File: src/hw/rtl/mstt_pkg.sv
// Shared types and codes for the timer slot table.
package mstt_pkg;

  localparam int NumSlotsDefault   = 16;
  localparam int PeriodBitsDefault = 16;
  localparam int MaxResults        = 16;

  localparam int ModeW   = 3;
  localparam int PeriodW = 16;
  localparam int SlotW   = 4;
  localparam int StatusW = 3;

  // command codes
  localparam logic [ModeW-1:0] MODE_TICK    = 3'd0;
  localparam logic [ModeW-1:0] MODE_ADD_ONE = 3'd1;
  localparam logic [ModeW-1:0] MODE_ADD_PER = 3'd2;
  localparam logic [ModeW-1:0] MODE_CANCEL  = 3'd3;
  localparam logic [ModeW-1:0] MODE_RELEASE = 3'd4;

  // result status codes
  localparam logic [StatusW-1:0] STATUS_OK       = 3'd0;
  localparam logic [StatusW-1:0] STATUS_INVALID  = 3'd1;
  localparam logic [StatusW-1:0] STATUS_NOSPACE  = 3'd2;
  localparam logic [StatusW-1:0] STATUS_CANCELED = 3'd3;
  localparam logic [StatusW-1:0] STATUS_EXPIRED  = 3'd4;
  localparam logic [StatusW-1:0] STATUS_RUNNING  = 3'd5;
  localparam logic [StatusW-1:0] STATUS_PERIODIC = 3'd6;

  // per-slot phase; free means the slot holds no timer
  localparam logic [1:0] PH_FREE     = 2'd0;
  localparam logic [1:0] PH_RUNNING  = 2'd1;
  localparam logic [1:0] PH_CANCELED = 2'd2;
  localparam logic [1:0] PH_EXPIRED  = 2'd3;

  typedef enum logic [1:0] {
    S_IDLE,
    S_TICK,
    S_ADD,
    S_REL
  } fsm_e;

endpackage

File: src/hw/rtl/mstt_ram.sv
// Generic single-write, single-read RAM with registered read data.
module mstt_ram #(
  parameter int Width = 8,
  parameter int Depth = 16
) (
  input  logic                                 clk_i,
  input  logic                                 we_i,
  input  logic [((Depth > 1) ? $clog2(Depth) : 1)-1:0] waddr_i,
  input  logic [Width-1:0]                     wdata_i,
  input  logic [((Depth > 1) ? $clog2(Depth) : 1)-1:0] raddr_i,
  output logic [Width-1:0]                     rdata_o
);

  logic [Width-1:0] mem_q [Depth];

  always_ff @(posedge clk_i) begin
    if (we_i) begin
      mem_q[waddr_i] <= wdata_i;
    end
    rdata_o <= mem_q[raddr_i];
  end

endmodule

File: src/hw/rtl/multi_slot_tick_timer_table.sv
// Timer slot table: one-shot and periodic count-down timers with tick sweep.
//
// Commands come in on mode_i/period_i/slot_i and are taken when start is
// high and busy is low. Results leave on status_o/slot_number_o/fired_o/
// last_o, each valid for exactly one cycle while result_valid_o is high;
// the receiver cannot stall, so every result must be taken as it appears.
// last_o marks the final result of a command.
//
// How each command is answered, counted from the accept edge:
//   cancel       answers in the next cycle, one result.
//   release      one result, after one slot-memory read.
//   add          the free-slot search looks at one slot per cycle; a bad period
//                answers with no search.
//   tick         one slot read per cycle through the single read port, updates
//                write back in the cycle after the read. Fire results stream out during
//                the sweep, the last one after the closing cycle; none if none fires.
// Unused modes are dropped with no result.
// Reset clears every slot to free at once; period, count and periodic flag
// live in a RAM that needs no clearing.
module multi_slot_tick_timer_table #(
  parameter int NUM_SLOTS   = mstt_pkg::NumSlotsDefault,
  parameter int PERIOD_BITS = mstt_pkg::PeriodBitsDefault
) (
  input  logic                          clk_i,
  input  logic                          rst_ni,
  input  logic                          start,
  output logic                          busy,
  input  logic [mstt_pkg::ModeW-1:0]    mode_i,
  input  logic [mstt_pkg::PeriodW-1:0]  period_i,
  input  logic [mstt_pkg::SlotW-1:0]    slot_i,
  output logic                          result_valid_o,
  output logic [mstt_pkg::StatusW-1:0]  status_o,
  output logic [mstt_pkg::SlotW-1:0]    slot_number_o,
  output logic                          fired_o,
  output logic                          last_o
);

  localparam int SlotIdxW = (NUM_SLOTS > 1) ? $clog2(NUM_SLOTS) : 1;
  localparam int WordW    = 2 * PERIOD_BITS + 1;
  localparam int CntW     = $clog2(mstt_pkg::MaxResults + 1);
  localparam logic [SlotIdxW-1:0] LastIdx = SlotIdxW'(NUM_SLOTS - 1);

  mstt_pkg::fsm_e state_q, state_d;

  logic [SlotIdxW-1:0]    idx_q, idx_d;
  logic                   issue_q, issue_d;
  logic                   proc_vld_q, proc_vld_d;
  logic [SlotIdxW-1:0]    proc_idx_q, proc_idx_d;
  logic                   pend_vld_q, pend_vld_d;
  logic [SlotIdxW-1:0]    pend_idx_q, pend_idx_d;
  logic [CntW-1:0]        cnt_q, cnt_d;
  logic [PERIOD_BITS-1:0] period_q, period_d;
  logic                   periodic_q, periodic_d;
  logic [SlotIdxW-1:0]    slot_q, slot_d;

  logic                          out_vld_q;
  logic [mstt_pkg::StatusW-1:0]  out_status_q;
  logic [mstt_pkg::SlotW-1:0]    out_slot_q;
  logic                          out_fired_q, out_last_q;

  logic                          emit;
  logic [mstt_pkg::StatusW-1:0]  e_status;
  logic [mstt_pkg::SlotW-1:0]    e_slot;
  logic                          e_fired, e_last;

  // slot phase flops, reset to free
  logic [1:0]          phase_q [NUM_SLOTS];
  logic                ph_we;
  logic [SlotIdxW-1:0] ph_waddr;
  logic [1:0]          ph_wdata;
  logic [SlotIdxW-1:0] ph_raddr;
  logic [1:0]          ph_rd;

  logic                ram_we;
  logic [SlotIdxW-1:0] ram_waddr, ram_raddr;
  logic [WordW-1:0]    ram_wdata, ram_rdata;

  logic [PERIOD_BITS-1:0] rd_rem, rd_per, rem_dec;
  logic                   rd_periodic, fire;

  logic                accept;
  logic [SlotIdxW-1:0] slot_idx;
  logic                slot_in_range, slot_ok, bad_period;
  logic                add_found, add_end, tick_done;

  assign busy   = (state_q != mstt_pkg::S_IDLE);
  assign accept = start && !busy;

  assign slot_idx      = SlotIdxW'(slot_i);
  assign slot_in_range = (32'(slot_i) < NUM_SLOTS);
  assign bad_period    = (period_i == '0) || ((32'(period_i) >> PERIOD_BITS) != '0);

  always_comb begin
    case (state_q)
      mstt_pkg::S_ADD:  ph_raddr = idx_q;
      mstt_pkg::S_TICK: ph_raddr = proc_idx_q;
      mstt_pkg::S_REL:  ph_raddr = slot_q;
      default:          ph_raddr = slot_idx;
    endcase
  end
  assign ph_rd   = phase_q[ph_raddr];
  assign slot_ok = slot_in_range && (ph_rd != mstt_pkg::PH_FREE);

  assign rd_rem      = ram_rdata[PERIOD_BITS-1:0];
  assign rd_per      = ram_rdata[2*PERIOD_BITS-1:PERIOD_BITS];
  assign rd_periodic = ram_rdata[2*PERIOD_BITS];
  assign rem_dec     = rd_rem - PERIOD_BITS'(1);
  assign fire        = proc_vld_q && (ph_rd == mstt_pkg::PH_RUNNING) && (rem_dec == '0);

  assign add_found = (ph_rd == mstt_pkg::PH_FREE);
  assign add_end   = add_found || (idx_q == LastIdx);
  assign tick_done = !issue_q && !proc_vld_q;

  // next state
  always_comb begin
    state_d = state_q;
    case (state_q)
      mstt_pkg::S_IDLE: begin
        if (accept) begin
          case (mode_i)
            mstt_pkg::MODE_TICK: state_d = mstt_pkg::S_TICK;
            mstt_pkg::MODE_ADD_ONE, mstt_pkg::MODE_ADD_PER: begin
              if (!bad_period) state_d = mstt_pkg::S_ADD;
            end
            mstt_pkg::MODE_RELEASE: begin
              if (slot_ok) state_d = mstt_pkg::S_REL;
            end
            default: state_d = mstt_pkg::S_IDLE;
          endcase
        end
      end
      mstt_pkg::S_ADD: begin
        if (add_end) state_d = mstt_pkg::S_IDLE;
      end
      mstt_pkg::S_TICK: begin
        if (tick_done) state_d = mstt_pkg::S_IDLE;
      end
      mstt_pkg::S_REL: state_d = mstt_pkg::S_IDLE;
      default: state_d = mstt_pkg::S_IDLE;
    endcase
  end

  // datapath and result control
  always_comb begin
    idx_d      = idx_q;
    issue_d    = issue_q;
    proc_vld_d = proc_vld_q;
    proc_idx_d = proc_idx_q;
    pend_vld_d = pend_vld_q;
    pend_idx_d = pend_idx_q;
    cnt_d      = cnt_q;
    period_d   = period_q;
    periodic_d = periodic_q;
    slot_d     = slot_q;

    ram_we    = 1'b0;
    ram_waddr = idx_q;
    ram_wdata = {periodic_q, period_q, period_q};
    ram_raddr = idx_q;

    ph_we    = 1'b0;
    ph_waddr = idx_q;
    ph_wdata = mstt_pkg::PH_FREE;

    emit     = 1'b0;
    e_status = mstt_pkg::STATUS_OK;
    e_slot   = slot_i;
    e_fired  = 1'b0;
    e_last   = 1'b1;

    case (state_q)
      mstt_pkg::S_IDLE: begin
        if (accept) begin
          case (mode_i)
            mstt_pkg::MODE_TICK: begin
              idx_d      = '0;
              issue_d    = 1'b1;
              proc_vld_d = 1'b0;
              pend_vld_d = 1'b0;
              cnt_d      = '0;
            end
            mstt_pkg::MODE_ADD_ONE, mstt_pkg::MODE_ADD_PER: begin
              if (bad_period) begin
                emit     = 1'b1;
                e_status = mstt_pkg::STATUS_INVALID;
                e_slot   = '0;
              end else begin
                period_d   = PERIOD_BITS'(period_i);
                periodic_d = (mode_i == mstt_pkg::MODE_ADD_PER);
                idx_d      = '0;
              end
            end
            mstt_pkg::MODE_CANCEL: begin
              emit = 1'b1;
              if (!slot_ok) begin
                e_status = mstt_pkg::STATUS_INVALID;
              end else if (ph_rd == mstt_pkg::PH_CANCELED) begin
                e_status = mstt_pkg::STATUS_CANCELED;
              end else if (ph_rd == mstt_pkg::PH_EXPIRED) begin
                e_status = mstt_pkg::STATUS_EXPIRED;
              end else begin
                ph_we    = 1'b1;
                ph_waddr = slot_idx;
                ph_wdata = mstt_pkg::PH_CANCELED;
              end
            end
            mstt_pkg::MODE_RELEASE: begin
              if (!slot_ok) begin
                emit     = 1'b1;
                e_status = mstt_pkg::STATUS_INVALID;
              end else begin
                slot_d    = slot_idx;
                ram_raddr = slot_idx;
              end
            end
            default: emit = 1'b0;
          endcase
        end
      end

      mstt_pkg::S_ADD: begin
        if (add_found) begin
          ram_we   = 1'b1;
          ph_we    = 1'b1;
          ph_wdata = mstt_pkg::PH_RUNNING;
          emit     = 1'b1;
          e_slot   = mstt_pkg::SlotW'(idx_q);
        end else if (idx_q == LastIdx) begin
          emit     = 1'b1;
          e_status = mstt_pkg::STATUS_NOSPACE;
          e_slot   = '0;
        end else begin
          idx_d = idx_q + SlotIdxW'(1);
        end
      end

      mstt_pkg::S_TICK: begin
        // read side: one slot address per cycle
        if (issue_q) begin
          proc_vld_d = 1'b1;
          proc_idx_d = idx_q;
          if (idx_q == LastIdx) issue_d = 1'b0;
          else                  idx_d   = idx_q + SlotIdxW'(1);
        end else begin
          proc_vld_d = 1'b0;
        end
        // update side: slot read in the previous cycle
        if (proc_vld_q && (ph_rd == mstt_pkg::PH_RUNNING)) begin
          ram_we    = 1'b1;
          ram_waddr = proc_idx_q;
          ram_wdata = {rd_periodic, rd_per, (fire && rd_periodic) ? rd_per : rem_dec};
          if (fire && !rd_periodic) begin
            ph_we    = 1'b1;
            ph_waddr = proc_idx_q;
            ph_wdata = mstt_pkg::PH_EXPIRED;
          end
        end
        // a fire result is held back until the next fire or the end of the sweep so the final one can carry last
        if (fire && (cnt_q < CntW'(mstt_pkg::MaxResults))) begin
          if (pend_vld_q) begin
            emit    = 1'b1;
            e_slot  = mstt_pkg::SlotW'(pend_idx_q);
            e_fired = 1'b1;
            e_last  = 1'b0;
          end
          pend_vld_d = 1'b1;
          pend_idx_d = proc_idx_q;
          cnt_d      = cnt_q + CntW'(1);
        end
        if (tick_done && pend_vld_q) begin
          emit       = 1'b1;
          e_slot     = mstt_pkg::SlotW'(pend_idx_q);
          e_fired    = 1'b1;
          pend_vld_d = 1'b0;
        end
      end

      mstt_pkg::S_REL: begin
        emit   = 1'b1;
        e_slot = mstt_pkg::SlotW'(slot_q);
        if (rd_periodic) begin
          e_status = mstt_pkg::STATUS_PERIODIC;
        end else if (ph_rd == mstt_pkg::PH_RUNNING) begin
          e_status = mstt_pkg::STATUS_RUNNING;
        end else begin
          ph_we    = 1'b1;
          ph_waddr = slot_q;
          ph_wdata = mstt_pkg::PH_FREE;
        end
      end

      default: emit = 1'b0;
    endcase
  end

  always_ff @(posedge clk_i or negedge rst_ni) begin
    if (!rst_ni) begin
      state_q    <= mstt_pkg::S_IDLE;
      issue_q    <= 1'b0;
      proc_vld_q <= 1'b0;
      pend_vld_q <= 1'b0;
      cnt_q      <= '0;
      out_vld_q  <= 1'b0;
      for (int i = 0; i < NUM_SLOTS; i++) begin
        phase_q[i] <= mstt_pkg::PH_FREE;
      end
    end else begin
      state_q    <= state_d;
      issue_q    <= issue_d;
      proc_vld_q <= proc_vld_d;
      pend_vld_q <= pend_vld_d;
      cnt_q      <= cnt_d;
      out_vld_q  <= emit;
      if (ph_we) begin
        phase_q[ph_waddr] <= ph_wdata;
      end
    end
  end

  always_ff @(posedge clk_i) begin
    idx_q        <= idx_d;
    proc_idx_q   <= proc_idx_d;
    pend_idx_q   <= pend_idx_d;
    period_q     <= period_d;
    periodic_q   <= periodic_d;
    slot_q       <= slot_d;
    out_status_q <= e_status;
    out_slot_q   <= e_slot;
    out_fired_q  <= e_fired;
    out_last_q   <= e_last;
  end

  mstt_ram #(
    .Width(WordW),
    .Depth(NUM_SLOTS)
  ) u_slot_ram (
    .clk_i  (clk_i),
    .we_i   (ram_we),
    .waddr_i(ram_waddr),
    .wdata_i(ram_wdata),
    .raddr_i(ram_raddr),
    .rdata_o(ram_rdata)
  );

  assign result_valid_o = out_vld_q;
  assign status_o       = out_status_q;
  assign slot_number_o  = out_slot_q;
  assign fired_o        = out_fired_q;
  assign last_o         = out_last_q;

  // fire results come only out of a tick sweep
  a_fire_from_tick: assert property (@(posedge clk_i) disable iff (!rst_ni)
    result_valid_o && fired_o |-> $past(state_q == mstt_pkg::S_TICK))
    else $error("fire result outside a tick");

  // command results are single and final
  a_cmd_last: assert property (@(posedge clk_i) disable iff (!rst_ni)
    result_valid_o && !fired_o |-> last_o)
    else $error("command result without last");

  a_fire_ok: assert property (@(posedge clk_i) disable iff (!rst_ni)
    result_valid_o && fired_o |-> status_o == mstt_pkg::STATUS_OK)
    else $error("fire result with non-ok status");

  // cancel answers in the next cycle
  a_cancel_lat: assert property (@(posedge clk_i) disable iff (!rst_ni)
    accept && (mode_i == mstt_pkg::MODE_CANCEL) |=> result_valid_o && !busy)
    else $error("cancel did not answer in one cycle");

  a_cnt_cap: assert property (@(posedge clk_i) disable iff (!rst_ni)
    cnt_q <= CntW'(mstt_pkg::MaxResults))
    else $error("fire count past cap");

endmodule

File: config.mk
export PLATFORM = sky130hd
export DESIGN_NAME = multi_slot_tick_timer_table
export DESIGN_NICKNAME = d
export VERILOG_FILES = /design/src/hw/rtl/mstt_pkg.sv /design/src/hw/rtl/mstt_ram.sv /design/src/hw/rtl/multi_slot_tick_timer_table.sv
export SDC_FILE = /design/constraint.sdc
export NUM_CORES = 1
export LEC_CHECK = 0
export ABC_CLOCK_PERIOD_IN_PS = 8700
export BUFFER_PORTS_ARGS = -buffer_cell sky130_fd_sc_hd__clkbuf_2
export CAP_MARGIN = 20
export CORE_ASPECT_RATIO = 1.25
export CORE_UTILIZATION = 51
export CTS_CLUSTER_DIAMETER = 120
export DETAILED_ROUTE_END_ITERATION = 6
export HOLD_SLACK_MARGIN = 0.08
export PLACE_DENSITY = 0.74
export SETUP_SLACK_MARGIN = 0.2
export SYNTH_ARGS = -nofsm -noshare
export SYNTH_HDL_FRONTEND = slang
export SYNTH_SLANG_ARGS = --single-unit
File: constraint.sdc
create_clock -name clk_i -period 8.7 [get_ports clk_i]
set_input_delay 0.435 -clock clk_i [delete_from_list [all_inputs] [get_ports clk_i]]
set_output_delay 0.435 -clock clk_i [all_outputs]
set_load 0.005 [all_outputs]
==> results of run 1 <==
## synthesized netlist by cell type (7+ instances only)
cell type / number
sky130_fd_sc_hd__edfxtp_1: 561
sky130_fd_sc_hd__mux2i_1: 223
sky130_fd_sc_hd__nand2_1: 99
sky130_fd_sc_hd__o21ai_0: 91
sky130_fd_sc_hd__mux4_2: 66
sky130_fd_sc_hd__nor2_1: 47
sky130_fd_sc_hd__dfrtp_1: 43
sky130_fd_sc_hd__dfxtp_1: 42
sky130_fd_sc_hd__a21oi_1: 36
sky130_fd_sc_hd__a221oi_1: 36
sky130_fd_sc_hd__clkbuf_1: 36
sky130_fd_sc_hd__buf_2: 32
sky130_fd_sc_hd__mux2_1: 30
sky130_fd_sc_hd__inv_1: 27
sky130_fd_sc_hd__nand3_1: 21
sky130_fd_sc_hd__nor4_2: 19
sky130_fd_sc_hd__o21ai_1: 17
sky130_fd_sc_hd__a31oi_1: 12
sky130_fd_sc_hd__xor2_1: 11
sky130_fd_sc_hd__ha_1: 10
sky130_fd_sc_hd__mux2_2: 10
sky130_fd_sc_hd__nor3_1: 10
sky130_fd_sc_hd__buf_1: 9
sky130_fd_sc_hd__buf_4: 9
sky130_fd_sc_hd__o211ai_1: 9
sky130_fd_sc_hd__o22ai_1: 9
sky130_fd_sc_hd__nor4_1: 8
sky130_fd_sc_hd__buf_6: 7
sky130_fd_sc_hd__nand2b_1: 7
sky130_fd_sc_hd__or3_1: 7
sky130_fd_sc_hd__xnor2_1: 7
## worst paths after layout
| path | from | end | slack (ns) |
|---|---|---|---|
| worst max-delay path | state_q[1]$_DFFE_PN0P_ | u_slot_ram.mem_q[9][17]$_DFFE_PP_ | 2.62 |
| max in group asynchronous | rst_ni | phase_q[6]$_DFFE_PN0P_ | 7.89 |
| worst max register to register | state_q[1]$_DFFE_PN0P_ | u_slot_ram.mem_q[9][17]$_DFFE_PP_ | 2.62 |
| min in group asynchronous | rst_ni | phase_q[20]$_DFFE_PN0P_ | 0.30 |
| worst min register to register | phase_q[25]$_DFFE_PN0P_ | phase_q[25]$_DFFE_PN0P_ | 0.49 |
| worst min-delay path | slot_i[1] | slot_q[1]$_DFFE_PP_ | 0.19 |
## layout by cell type, fill, tap and decap left out, types with 42 or more instances in the layout
cell	netlist	routed
sky130_fd_sc_hd__buf_4	9	49
sky130_fd_sc_hd__mux2i_1	223	220
sky130_fd_sc_hd__dfrtp_1	43	43
sky130_fd_sc_hd__o21ai_0	91	91
sky130_fd_sc_hd__mux4_2	66	66
sky130_fd_sc_hd__edfxtp_1	561	561
sky130_fd_sc_hd__dfxtp_1	42	42
sky130_fd_sc_hd__clkbuf_16	0	62
sky130_fd_sc_hd__nand2_1	99	99
## timing repair
item                                   CTS  global route
hold buffers                            18             0
endpoints found under the hold margin   61             0
setup buffers                            0             0
## flip-flops by register name, indices dropped and copies added (netlist names)
signal and cells:
u_slot_ram.mem_q 528, u_slot_ram.rdata_o 33, phase_q 32, period_q 16, cnt_q 5, idx_q 4, pend_idx_q 4, proc_idx_q 4
slot_number_o 4, slot_q 4, status_o 3, state_q 2, fired_o 1, issue_q 1, last_o 1, pend_vld_q 1
periodic_q 1, proc_vld_q 1, result_valid_o 1
## logic make-up after synthesis
family,after synthesis
buf+inv,122
flops,646
simple gates,263
mux,329
fa+ha+maj,10
compound gates,280
xor+xnor,18
## cell type report
| class | instances | area, um2 |
|---|---|---|
| fillers | 3900 | 22100 |
| flip-flops and latches | 646 | 18800 |
| clock inverters | 29 | 314 |
| repair buffers | 107 | 793 |
| inverters | 29 | 109 |
| well taps | 672 | 841 |
| clock buffers | 86 | 1710 |
| multi-input cells | 900 | 8100 |
## per-layer routing
layer | share of wire | vias up | GRT usage
li1 | - | 6777 | -
met1 | 0.39 | 7886 | 0.296
met2 | 0.50 | 694 | 0.394
met3 | 0.073 | 146 | 0.0387
met4 | 0.036 | 0 | 0.0944
met5 | 0 | - | 0
## where the power goes
group          switching [uW]  internal (uW)  total, uW  leakage (uW)
Clock                    1130           1530       2650      0.000991
Combinational            1700           1120       2830       0.00385
Sequential                217           3590       3800       0.00600
Total                    3050           6240       9290        0.0108
## metrics by stage
step,area [um2],std cells,hold WS (ns),setup WS [ns]
floorplan,27200,1668,0.139,3.98
global placement,28400,2331,0.477,2.89
detailed placement,28400,2334,0.476,2.72
CTS,30600,2467,0.147,2.67
global route,30600,2469,0.163,2.20
finish,30600,2469,0.186,2.62
==> reports/results.md, run 1 <==
| Quantity | This run |
|:---|:---|
| Number of cells produced by synthesis | 1668 |
| Clock tree from TritonCTS | built |
| Final worst path period share | 0.698 |
| Pin count of the biggest net entering global routing | 131 |
| Full die area | 0.0543 mm2 |
| Via count of the first global-routing pass | 15666 |
| Slowest cell delay on critical path | 0.89 ns |
| Antenna violations before repair | 0 |
| Hold violation total from the final report | 0 |
| Async S/R FF share, synth | 0.0666 |
| First-pass GRT wire length | 93800 um |
| Startpoint type of the worst setup path | register |
| Sum of internal, switching and leakage power | 9290 uW |
| Setup tns final | 0 ns |
| Req. time, crit path | 9.00 ns |
| Antenna Nets Post-Route | 0 |
| Global router's overall resource usage | 0.231 |
| Fin crit period | 6.08 ns |
| Number of buffers inserted by port buffering | 36 |
| Unrepaired setup endpoints after global routing | no |
| Final core area utilization | 0.581 |
| Leakage dissipation | 0.0108 uW |
| Antenna cells | 0 |
| Number of max-slew violations in the final report | 0 |
| Area contributors post-synth | sky130_fd_sc_hd__edfxtp_1, sky130_fd_sc_hd__mux2i_1, sky130_fd_sc_hd__mux4_2, sky130_fd_sc_hd__dfrtp_1, sky130_fd_sc_hd__dfxtp_1 |
| Mean area per synthesized cell | 16.3 um2 |
| Fraction of post-synthesis cell area in the top cell type by area | 0.619 |
| Arithmetic-cell share of the synthesized area counting full adders, half adders and majority gates | 0.00459 |
| Average vias per placed instance | 6.28 |
| Max-cap violations | 0 |
| Synthesized Nets | 1704 |
| Status | completed |
| CTS Sinks | 646 |
| Cell family with most CP delay | simple AND/OR/NAND/NOR gates |
| Number of warnings printed during yosys synthesis | 0 |
| Fraction of final layout cells sized beyond drive strength 1 | 0.186 |
| Type of the worst min-delay path | primary input to register |
| DRT iter0 DRCs | 1466 |
| Number of vias after detailed routing | 15503 |
| Worst VDD drop | 0.000239 V |
| Compound-gate portion of the synthesized area | 0.0732 |
| Post-synth EDFFs | 561 |
| Global placement routability congestion | 0.926 |
| Detailed-route DRC error count | 0 |
| Master of the slowest instance on the critical path | sky130_fd_sc_hd__nor2_4 |
| X dimension of the die | 209 um |
| Max Clock Skew | 0.0223 ns |
| Simple-gate share of the synthesized area | 0.0530 |
| Power Dens Cells | 303 mW/mm2 |
| Worst-path maximum fanout | 41 |
| Clock root buffer | sky130_fd_sc_hd__clkbuf_16 |
| Final setup violation count | 0 |
| Reg2reg path depth | 14 |
| Core Region | 0.0527 mm2 |
| Clock H-tree levels | 2 |
| Post-CTS sizing | 0 |
| Achievable Freq | 165 MHz |
| Worst setup EP type | register |
| Post-detailed-routing wire length | 62700 um |
| Post-synthesis xor/xnor area fraction | 0.00579 |
| Row count | 94 |
| Register area share after synthesis | 0.689 |
| Total I/O pin count | 37 |
| Crit path cell chain | inv_1, ha_1, nand3b_1, o211ai_4, mux2i_1, a221oi_1, nor3_2, a21o_1, nand3_1, buf_4, mux2i_1, nand3b_1, nor2_4, buf_4 |
| Detailed-placement wirelength estimate | 35700 um |
| Number of instances on the worst hold path | 1 |
| Clock input transition at the sequential cells of the worst setup and hold paths | 0.06 ns |
| Maximum root-to-sink buffer count | 3 |
| Synth cell types | 86 |
| Relative max-transition margin | 0.292 |
| Worst Path Arrival | 6.38 ns |
| Setup CP Type | register to register |
| Wirelength per Cell | 25.4 um |
| Buffering stage count on the worst path with inverters included | 3 |
| Initial DRT Pass Iterations | 5 |
| Later-pin clock latency in the skew report | 0.63 ns |
| Mux contribution to synthesized area | 0.153 |
| Synthesized cell area | 0.0272 mm2 |
| Count of cell instances traversed by the critical path | 14 |
| Worst-margin pin slew | 1.06 ns |
| Starting utilization of the core area | 0.517 |
| Synthesized flop and latch total | 646 |
| Dominant combinational cell family by area after synthesis | multiplexers |
| TritonCTS Buffers | 61 |
| Die Ht | 260 um |
| Synth-to-layout area growth | 12.5% |
| Dominant cell type by area after synthesis | sky130_fd_sc_hd__edfxtp_1 |
| Post-layout nets | 1781 |
| Leading register cell type out of synthesis | sky130_fd_sc_hd__edfxtp_1 |
| Congestion Overflow GR | 0 |
Power figures use the tool's default switching activity.
==> run 2: changes to the inputs <==
ABC_AREA = 1   (was unset)
ABC_CLOCK_PERIOD_IN_PS = 5100   (was 8700)
PLACE_DENSITY = 0.76   (was 0.74)
clock period = 5.1 ns   (was 8.7 ns; I/O delays follow)
==> run 2 against run 1 <==
Net effect: flip-flop and latch count did not move; register-to-register slack got worse by 1.9 ns; clock power rose by 68%; combinational power increased by 100%; total power grew 78%; area after synthesis increased by 1.0%; synthesized cell count rose by 45%; clock-buffer cell count decreased by 3; first-iteration DRC count increased by 44%; non-clock buffer count grew 36; fmax grew 39%; sequential power is 69% higher; largest power group unchanged.
==> reports/results.md, run 2 <==
| Quantity | This run | Delta |
|:---|:---|:---|
| Fraction of final layout cells sized beyond drive strength 1 | 0.130 | was 0.186 |
| Total I/O pin count | 37 | unchanged |
| Number of cells produced by synthesis | 2426 | was 1668 |
| Count of cell instances traversed by the critical path | 18 | was 14 |
| DRT iter0 DRCs | 2105 | was 1466 |
| Post-synth EDFFs | 561 | unchanged |
| Number of instances on the worst hold path | 5 | was 1 |
| Most common cell type on the critical path | sky130_fd_sc_hd__nand2_1 |  |
| Dominant cell type by area after synthesis | sky130_fd_sc_hd__edfxtp_1 | unchanged |
| Max Clock Skew | 0.0199 ns | was 0.0223 ns |
| Pin count of the biggest net entering global routing | 82 | was 131 |
| Average vias per placed instance | 5.83 | was 6.28 |
| Crit path cell chain | inv_1, ha_1, inv_6, nand2_4, o21ai_4, nand2_1, nand2_1, nand2_1, nand3_1, nand3_1, nand2_4, nand3_2, nor2_4, clkinv_1, o21ai_0, nand2_1, nor2_4, buf_12 | was inv_1, ha_1, nand3b_1, o211ai_4, mux2i_1, a221oi_1, nor3_2, a21o_1, nand3_1, buf_4, mux2i_1, nand3b_1, nor2_4, buf_4 |
| Cell family with most CP delay | simple AND/OR/NAND/NOR gates | unchanged |
| Worst VDD drop | 0.000323 V | was 0.000239 V |
| Starting utilization of the core area | 0.520 | was 0.517 |
| Biggest register | u_slot_ram.mem_q | unchanged |
| Synthesized flop and latch total | 646 | unchanged |
| Synthesized Nets | 2462 | was 1704 |
| Clock H-tree levels | 2 | unchanged |
| Wirelength per Cell | 20.8 um | was 25.4 um |
| Post-route worst hold slack | 0.172 ns | was 0.186 ns |
| Core Region | 0.0529 mm2 | was 0.0527 mm2 |
| TritonCTS Buffers | 60 | was 61 |
| Achievable Freq | 229 MHz | was 165 MHz |
| Reg2reg path depth | 18 | was 14 |
| Leakage dissipation | 0.0111 uW | was 0.0108 uW |
| Initial DRT Pass Iterations | 6 | was 5 |
| Most frequent cell after synthesis | sky130_fd_sc_hd__edfxtp_1 | unchanged |
| Buffering stage count on the worst path with inverters included | 4 | was 3 |
| Slowest cell delay on critical path | 0.43 ns | was 0.89 ns |
| Full die area | 0.0549 mm2 | was 0.0543 mm2 |
| Synth cell types | 48 | was 86 |
| Setup tns final | 0 ns | unchanged |
| Number of vias after detailed routing | 18775 | was 15503 |
| Number of warnings printed during yosys synthesis | 0 | unchanged |
| Number of buffers inserted by port buffering | 36 | unchanged |
| Detailed-route DRC error count | 0 | unchanged |
| Mean area per synthesized cell | 11.3 um2 | was 16.3 um2 |
| Flip-flop count of the largest register, all copies and words added | 528 | unchanged |
| Later-pin clock latency in the skew report | 0.63 ns | about the same |
| Leading register cell type out of synthesis | sky130_fd_sc_hd__edfxtp_1 | unchanged |
| Global placement routability congestion | 0.934 | was 0.926 |
| Global router's overall resource usage | 0.246 | was 0.231 |
| X dimension of the die | 210 um | was 209 um |
| Status | completed | unchanged |
| Registers with the most flip-flops | u_slot_ram.mem_q (528), u_slot_ram.rdata_o (33), phase_q (32) | unchanged |
| Setup CP Type | register to register | unchanged |
| Top library cells by usage in the layout, fill and taps aside | sky130_fd_sc_hd__edfxtp_1, sky130_fd_sc_hd__nor2_1, sky130_fd_sc_hd__nand2_1, sky130_fd_sc_hd__nand3_1, sky130_fd_sc_hd__o211ai_1 | was sky130_fd_sc_hd__edfxtp_1, sky130_fd_sc_hd__mux2i_1, sky130_fd_sc_hd__nand2_1, sky130_fd_sc_hd__o21ai_0, sky130_fd_sc_hd__mux4_2 |
| Die Ht | 262 um | was 260 um |
| Antenna cells | 0 | unchanged |
| Clock input transition at the sequential cells of the worst setup and hold paths | 0.07 ns | was 0.06 ns |
| Number of max-slew violations in the final report | 0 | unchanged |
| Synth-to-layout area growth | 12.8% | was 12.5% |
| Max-cap violations | 0 | unchanged |
| Post-place instance area | 0.0288 mm2 | was 0.0284 mm2 |
| Fraction of post-synthesis cell area in the top cell type by area | 0.612 | was 0.619 |
| Synthesized cell area | 0.0275 mm2 | was 0.0272 mm2 |
| CTS Sinks | 646 | unchanged |
| Fin crit period | 4.36 ns | was 6.08 ns |
| Post-layout nets | 2530 | was 1781 |
| Synth top cells by count | sky130_fd_sc_hd__edfxtp_1, sky130_fd_sc_hd__nor2_1, sky130_fd_sc_hd__nand2_1 | was sky130_fd_sc_hd__edfxtp_1, sky130_fd_sc_hd__mux2i_1, sky130_fd_sc_hd__nand2_1 |
| Antenna violations before repair | 1 | was 0 |
| Worst-margin pin slew | 1.14 ns | was 1.06 ns |
| Via count of the first global-routing pass | 18455 | was 15666 |
| Worst-path maximum fanout | 26 | was 41 |
| Final setup violation count | 0 | unchanged |
| Register area share after synthesis | 0.682 | was 0.689 |
| Area contributors post-synth | sky130_fd_sc_hd__edfxtp_1, sky130_fd_sc_hd__nand3_1, sky130_fd_sc_hd__nor2_1, sky130_fd_sc_hd__nand2_1, sky130_fd_sc_hd__o211ai_1 | was sky130_fd_sc_hd__edfxtp_1, sky130_fd_sc_hd__mux2i_1, sky130_fd_sc_hd__mux4_2, sky130_fd_sc_hd__dfrtp_1, sky130_fd_sc_hd__dfxtp_1 |
| Congestion Overflow GR | 0 | unchanged |
| Clock root buffer | sky130_fd_sc_hd__clkbuf_16 | unchanged |
| Worst setup EP type | register | unchanged |
| Type of the worst min-delay path | primary input to register | unchanged |
| Maximum root-to-sink buffer count | 3 | unchanged |
| Most common cell after layout, fill and taps aside | sky130_fd_sc_hd__edfxtp_1 | unchanged |
| Master of the slowest instance on the critical path | sky130_fd_sc_hd__dfrtp_1 | was sky130_fd_sc_hd__nor2_4 |
| Row count | 94 | unchanged |
| Detailed-placement wirelength estimate | 39900 um | was 35700 um |
| Post-detailed-routing wire length | 67000 um | was 62700 um |
| Relative max-transition margin | 0.232 | was 0.292 |
| Final design area excluding fillers | 0.0310 mm2 | was 0.0306 mm2 |
| Clock tree from TritonCTS | built | unchanged |
| Power Dens Cells | 532 mW/mm2 | was 303 mW/mm2 |
| Async S/R FF share, synth | 0.0666 | unchanged |
| Final worst path period share | 0.855 | was 0.698 |
| Antenna Nets Post-Route | 0 | unchanged |
| Worst Path Arrival | 4.68 ns | was 6.38 ns |
| Startpoint type of the worst setup path | register | unchanged |
| Hold violation total from the final report | 0 | unchanged |
| Unrepaired setup endpoints after global routing | no | unchanged |
| Sum of internal, switching and leakage power | 16500 uW | was 9290 uW |
| Req. time, crit path | 5.42 ns | was 9.00 ns |
| First-pass GRT wire length | 104000 um | was 93800 um |
-- run 2: cell count changes after synthesis, moves of 36 or more --
cell                       change
sky130_fd_sc_hd__nor2_1      +284
sky130_fd_sc_hd__nand3_1     +280
sky130_fd_sc_hd__mux2i_1     -223
sky130_fd_sc_hd__nand2_1     +214
sky130_fd_sc_hd__o211ai_1    +137
sky130_fd_sc_hd__o21ai_1     +104
sky130_fd_sc_hd__inv_1        +97
sky130_fd_sc_hd__mux4_2       -66
sky130_fd_sc_hd__or2_2        +60
sky130_fd_sc_hd__a221oi_1     -36
-- run 2: worst reg2reg max path: stages (launching register included) --
cell and delay, ns:
sky130_fd_sc_hd__dfrtp_1 0.43, sky130_fd_sc_hd__inv_1 0.11, sky130_fd_sc_hd__ha_1 0.33, sky130_fd_sc_hd__inv_6 0.19
sky130_fd_sc_hd__nand2_4 0.09, sky130_fd_sc_hd__o21ai_4 0.38, sky130_fd_sc_hd__nand2_1 0.11, sky130_fd_sc_hd__nand2_1 0.08
sky130_fd_sc_hd__nand2_1 0.05, sky130_fd_sc_hd__nand3_1 0.09, sky130_fd_sc_hd__nand3_1 0.11, sky130_fd_sc_hd__nand2_4 0.15
sky130_fd_sc_hd__nand3_2 0.14, sky130_fd_sc_hd__nor2_4 0.24, sky130_fd_sc_hd__clkinv_1 0.20, sky130_fd_sc_hd__o21ai_0 0.34
sky130_fd_sc_hd__nand2_1 0.32, sky130_fd_sc_hd__nor2_4 0.40, sky130_fd_sc_hd__buf_12 0.28
-- run 2: layout make-up --
cell class	instances	area, um2
fill	4075	21900
sequential	646	18800
multi-input combinational	1509	7700
clock buffer	83	1710
timing repair buffer	143	1230
tap	672	841
inverter	134	515
clock inverter	31	267
-- run 2: metal layers --
layer	vias to the layer above	GRT usage	wire length [um]
met5	-	0	13
met4	2	0.0967	2350
met3	154	0.0380	5220
met2	885	0.419	33100
met1	9010	0.319	26400
li1	8724	-	-
-- run 2: worst paths after layout --
| kind | startpoint | endpoint | slack (ns) |
|---|---|---|---|
| worst max-delay path | state_q[0]$_DFFE_PN0P_ | u_slot_ram.mem_q[6][7]$_DFFE_PP_ | 0.74 |
| worst min-delay path | start | status_o[0]$_SDFF_PN0_ | 0.17 |
| min in group asynchronous | rst_ni | phase_q[15]$_DFFE_PN0P_ | 0.26 |
| worst max register to register | state_q[0]$_DFFE_PN0P_ | u_slot_ram.mem_q[6][7]$_DFFE_PP_ | 0.74 |
| max in group asynchronous | rst_ni | issue_q$_DFFE_PN0P_ | 4.44 |
| worst min register to register | pend_vld_q$_DFFE_PN0P_ | last_o$_SDFF_PN1_ | 0.43 |
-- run 2: power by group --
group / total, uW / internal, uW / switching (uW) / leakage, uW
logic: 5650 / 1770 / 3880 / 0.00417
registers: 6410 / 6150 / 264 / 0.00599
clock network: 4450 / 2500 / 1950 / 0.000965
total: 16500 / 10400 / 6100 / 0.0111
-- run 2: cell families after synthesis --
family                   synth area share
flip-flops                          0.682
AND/OR/NAND/NOR                     0.180
XOR/XNOR                          0.00382
AO/OA/AOI/OAI                      0.0860
buffers and inverters              0.0440
adder cells (fa/ha/maj)           0.00455
-- run 2: per-stage QoR --
| stage | setup slack (ns) | instances | utilization |
|---|---|---|---|
| 2_1_floorplan | 0.666 | 2426 | - |
| 3_3_place_gp | 0.957 | 3077 | 0.544 |
| 3_5_place_dp | 0.797 | 3077 | 0.544 |
| 4_1_cts | 0.774 | 3215 | 0.586 |
| 5_1_grt | 0.448 | 3218 | 0.586 |
| 6_report | 0.740 | 3218 | 0.586 |
-- run 2: what timing repair did --
| item | CTS | global route |
|---|---|---|
| hold buffers | 24 | 0 |
| endpoints found under the setup margin | 0 | 0 |
| setup buffers | 0 | 0 |
| endpoints found under the hold margin | 68 | 0 |
| resized for setup | 0 | 0 |
==> run 3: changes to the inputs <==
CTS_BUF_LIST = sky130_fd_sc_hd__clkbuf_4 sky130_fd_sc_hd__clkbuf_8   (was unset)
==> run 3 against run 2 <==
Net effect: sequential power about the same; clock-buffer cell count rose by 59; clock power increased by 2%; final cell count increased by 2.4%; fmax barely moved; combinational power hardly changed; critical path type unchanged; largest cell class unchanged; non-clock buffer count increased by 4; routed wire length grew 0.41%; largest power group unchanged; cell area rose by 0.64%; hold slack better by 0.016 ns; via count increased by 1.7%.
==> reports/results.md, run 3 (same netlist as run 2, synthesis figures left out) <==
| Quantity | This run | Delta |
|:---|:---|:---|
| Status | completed | unchanged |
| Number of vias after detailed routing | 19102 | was 18775 |
| Row count | 94 | unchanged |
| Reg2reg path depth | 18 | unchanged |
| DRT iter0 DRCs | 1961 | was 2105 |
| Starting utilization of the core area | 0.520 | unchanged |
| Unrepaired setup endpoints after global routing | no | unchanged |
| Fraction of final layout cells sized beyond drive strength 1 | 0.158 | was 0.130 |
| Terminus of the critical flop-to-flop path | u_slot_ram.mem_q[6][3]$_DFFE_PP_ | was u_slot_ram.mem_q[6][7]$_DFFE_PP_ |
| Number of buffers inserted by port buffering | 36 | unchanged |
| Fraction of power consumed by sequential logic | 0.386 | was 0.388 |
| Cell family with most CP delay | simple AND/OR/NAND/NOR gates | unchanged |
| Critical Path Source | state_q[0]$_DFFE_PN0P_ | unchanged |
| Final core area utilization | 0.590 | was 0.586 |
| Crit path cell chain | inv_1, ha_1, inv_6, nand2_4, o21ai_4, nand2_1, nand2_1, nand2_1, nand3_1, nand3_1, nand2_4, nand3_2, nor2_4, clkinv_1, o21ai_0, nand2_1, nor2_4, buf_12 | unchanged |
| Final worst path period share | 0.856 | was 0.855 |
| Via count of the first global-routing pass | 18794 | was 18455 |
| Achievable Freq | 229 MHz | about the same |
| Worst-margin pin slew | 1.11 ns | was 1.14 ns |
| Slowest cell delay on critical path | 0.43 ns | about the same |
| Leakage dissipation | 0.0113 uW | was 0.0111 uW |
| Net Switching | 6150 uW | was 6100 uW |
| Final setup violation count | 0 | unchanged |
| Worst Path Arrival | 4.73 ns | was 4.68 ns |
| Power Dens Cells | 532 mW/mm2 | about the same |
| Post-detailed-routing wire length | 67300 um | was 67000 um |
| Fin crit period | 4.36 ns | about the same |
| Hold violation total from the final report | 0 | unchanged |
| Worst VDD drop | 0.000375 V | was 0.000323 V |
| R2R Setup Slk | 0.74 ns | about the same |
| Biggest register | u_slot_ram.mem_q | unchanged |
| Total I/O pin count | 37 | unchanged |
| Initial DRT Pass Iterations | 5 | was 6 |
| Maximum root-to-sink buffer count | 3 | unchanged |
| Clock H-tree levels | 3 | was 2 |
| Count of cell instances traversed by the critical path | 18 | unchanged |
| Global placement routability congestion | 0.934 | unchanged |
| Antenna Nets Post-Route | 0 | unchanged |
| Switch share | 0.370 | was 0.369 |
| Global router's overall resource usage | 0.248 | was 0.246 |
| Worst-path maximum fanout | 26 | unchanged |
| Pin count of the biggest net entering global routing | 82 | unchanged |
| Later-pin clock latency in the skew report | 0.70 ns | was 0.63 ns |
| X dimension of the die | 210 um | unchanged |
| Clock power share | 0.273 | was 0.270 |
| Post-layout nets | 2572 | was 2530 |
| Clock input transition at the sequential cells of the worst setup and hold paths | 0.06 ns | was 0.07 ns |
| Max Clock Skew | 0.0316 ns | was 0.0199 ns |
| Number of max-slew violations in the final report | 0 | unchanged |
| Setup CP Type | register to register | unchanged |
| Type of the worst min-delay path | primary input to asynchronous set/reset pin | was primary input to register |
| Most common cell after layout, fill and taps aside | sky130_fd_sc_hd__edfxtp_1 | unchanged |
| First-pass GRT wire length | 104000 um | about the same |
| Worst setup EP type | register | unchanged |
| Core Region | 0.0529 mm2 | unchanged |
| Max-cap violations | 0 | unchanged |
| Clock root buffer | sky130_fd_sc_hd__clkbuf_8 | was sky130_fd_sc_hd__clkbuf_16 |
| Top library cells by usage in the layout, fill and taps aside | sky130_fd_sc_hd__edfxtp_1, sky130_fd_sc_hd__nor2_1, sky130_fd_sc_hd__nand2_1, sky130_fd_sc_hd__nand3_1, sky130_fd_sc_hd__o211ai_1 | unchanged |
| Pint | 10500 uW | was 10400 uW |
| Setup tns final | 0 ns | unchanged |
| Full die area | 0.0549 mm2 | unchanged |
| TritonCTS Buffers | 98 | was 60 |
| Sum of internal, switching and leakage power | 16600 uW | was 16500 uW |
| Die Ht | 262 um | unchanged |
| Req. time, crit path | 5.46 ns | was 5.42 ns |
| RR Startpoint | state_q[0]$_DFFE_PN0P_ | unchanged |
| Most common cell type on the critical path | sky130_fd_sc_hd__nand2_1 | unchanged |
| Buffering stage count on the worst path with inverters included | 4 | unchanged |
| Average vias per placed instance | 5.80 | was 5.83 |
| CTS Sinks | 646 | unchanged |
| Detailed-placement wirelength estimate | 39900 um | unchanged |
| Synth-to-layout area growth | 13.5% | was 12.8% |
| Combinational cell fraction of total power | 0.341 | was 0.342 |
| Detailed-route DRC error count | 0 | unchanged |
| Registers with the most flip-flops | u_slot_ram.mem_q (528), u_slot_ram.rdata_o (33), phase_q (32) | unchanged |
| Master of the slowest instance on the critical path | sky130_fd_sc_hd__dfrtp_1 | unchanged |
| Clock tree from TritonCTS | built | unchanged |
| Relative max-transition margin | 0.252 | was 0.232 |
| Wirelength per Cell | 20.4 um | was 20.8 um |
| Antenna violations before repair | 1 | unchanged |
| Startpoint type of the worst setup path | register | unchanged |
| Congestion Overflow GR | 0 | unchanged |
| Flip-flop count of the largest register, all copies and words added | 528 | unchanged |
-- run 3: cell count changes in the layout (fill, tap and decap cells not counted), sizes merged --
cell	change
clkbuf	+59
clkinv	+5
clkinvlp	+4
bufinv	+3
buf	+2
dlygate4sd3	+2
diode	+1
-- run 3: repair_timing --
action,CTS,global route
buffers inserted,0,0
hold buffers,26,0
endpoints found under the hold margin,71,0
resized for setup,0,0
-- run 3: cell type report --
type	instances	area (um2)
fillers	4096	21700
diodes	1	2.50
well taps	672	841
inverters	134	515
flip-flops and latches	646	18800
clock buffers	142	1750
repair buffers	147	1270
clock inverters	43	382
multi-input cells	1509	7700
-- run 3: tightest hold or removal path, stage by stage --
cell	delay [ns]
sky130_fd_sc_hd__dlygate4sd3_1	0.52
sky130_fd_sc_hd__clkbuf_2	0.09
sky130_fd_sc_hd__buf_4	0.48
-- run 3: per-stage QoR --
stage	cell area (um2)	cells	hold slack [ns]	worst slack, ns
3_5_place_dp	28800	3077	0.381	0.797
3_3_place_gp	28800	3077	0.370	0.957
5_1_grt	31200	3294	0.242	0.420
6_report	31200	3294	0.188	0.736
2_1_floorplan	27500	2426	-0.0406	0.666
4_1_cts	31200	3288	0.173	0.746
-- run 3: worst max-delay path by stage --
stage	to
floorplan	u_slot_ram.mem_q[14][0]$_DFFE_PP_
global placement	u_slot_ram.mem_q[6][19]$_DFFE_PP_
detailed placement	u_slot_ram.mem_q[6][2]$_DFFE_PP_
CTS	u_slot_ram.mem_q[6][3]$_DFFE_PP_
global route	u_slot_ram.mem_q[6][3]$_DFFE_PP_
finish	u_slot_ram.mem_q[6][3]$_DFFE_PP_
-- run 3: routing by layer --
| layer | share of wire | GRT usage | vias up | wire (um) |
|---|---|---|---|---|
| met5 | 0 | 0 | - | 0 |
| met4 | 0.034 | 0.110 | 0 | 2280 |
| met3 | 0.076 | 0.0434 | 162 | 5120 |
| met2 | 0.50 | 0.418 | 884 | 33500 |
| met1 | 0.39 | 0.316 | 9217 | 26500 |
| li1 | - | - | 8839 | - |
-- run 3: power by group through the flow --
| stage | sequential (uW) | combinational, uW | clock, uW |
|---|---|---|---|
| after floorplan | 6400 | 4110 | 0 |
| after global placement | 6500 | 5430 | 0 |
| after detailed placement | 6510 | 5580 | 0 |
| after CTS | 6400 | 5620 | 4600 |
| after global routing | 6420 | 6230 | 4840 |
| final | 6410 | 5660 | 4540 |
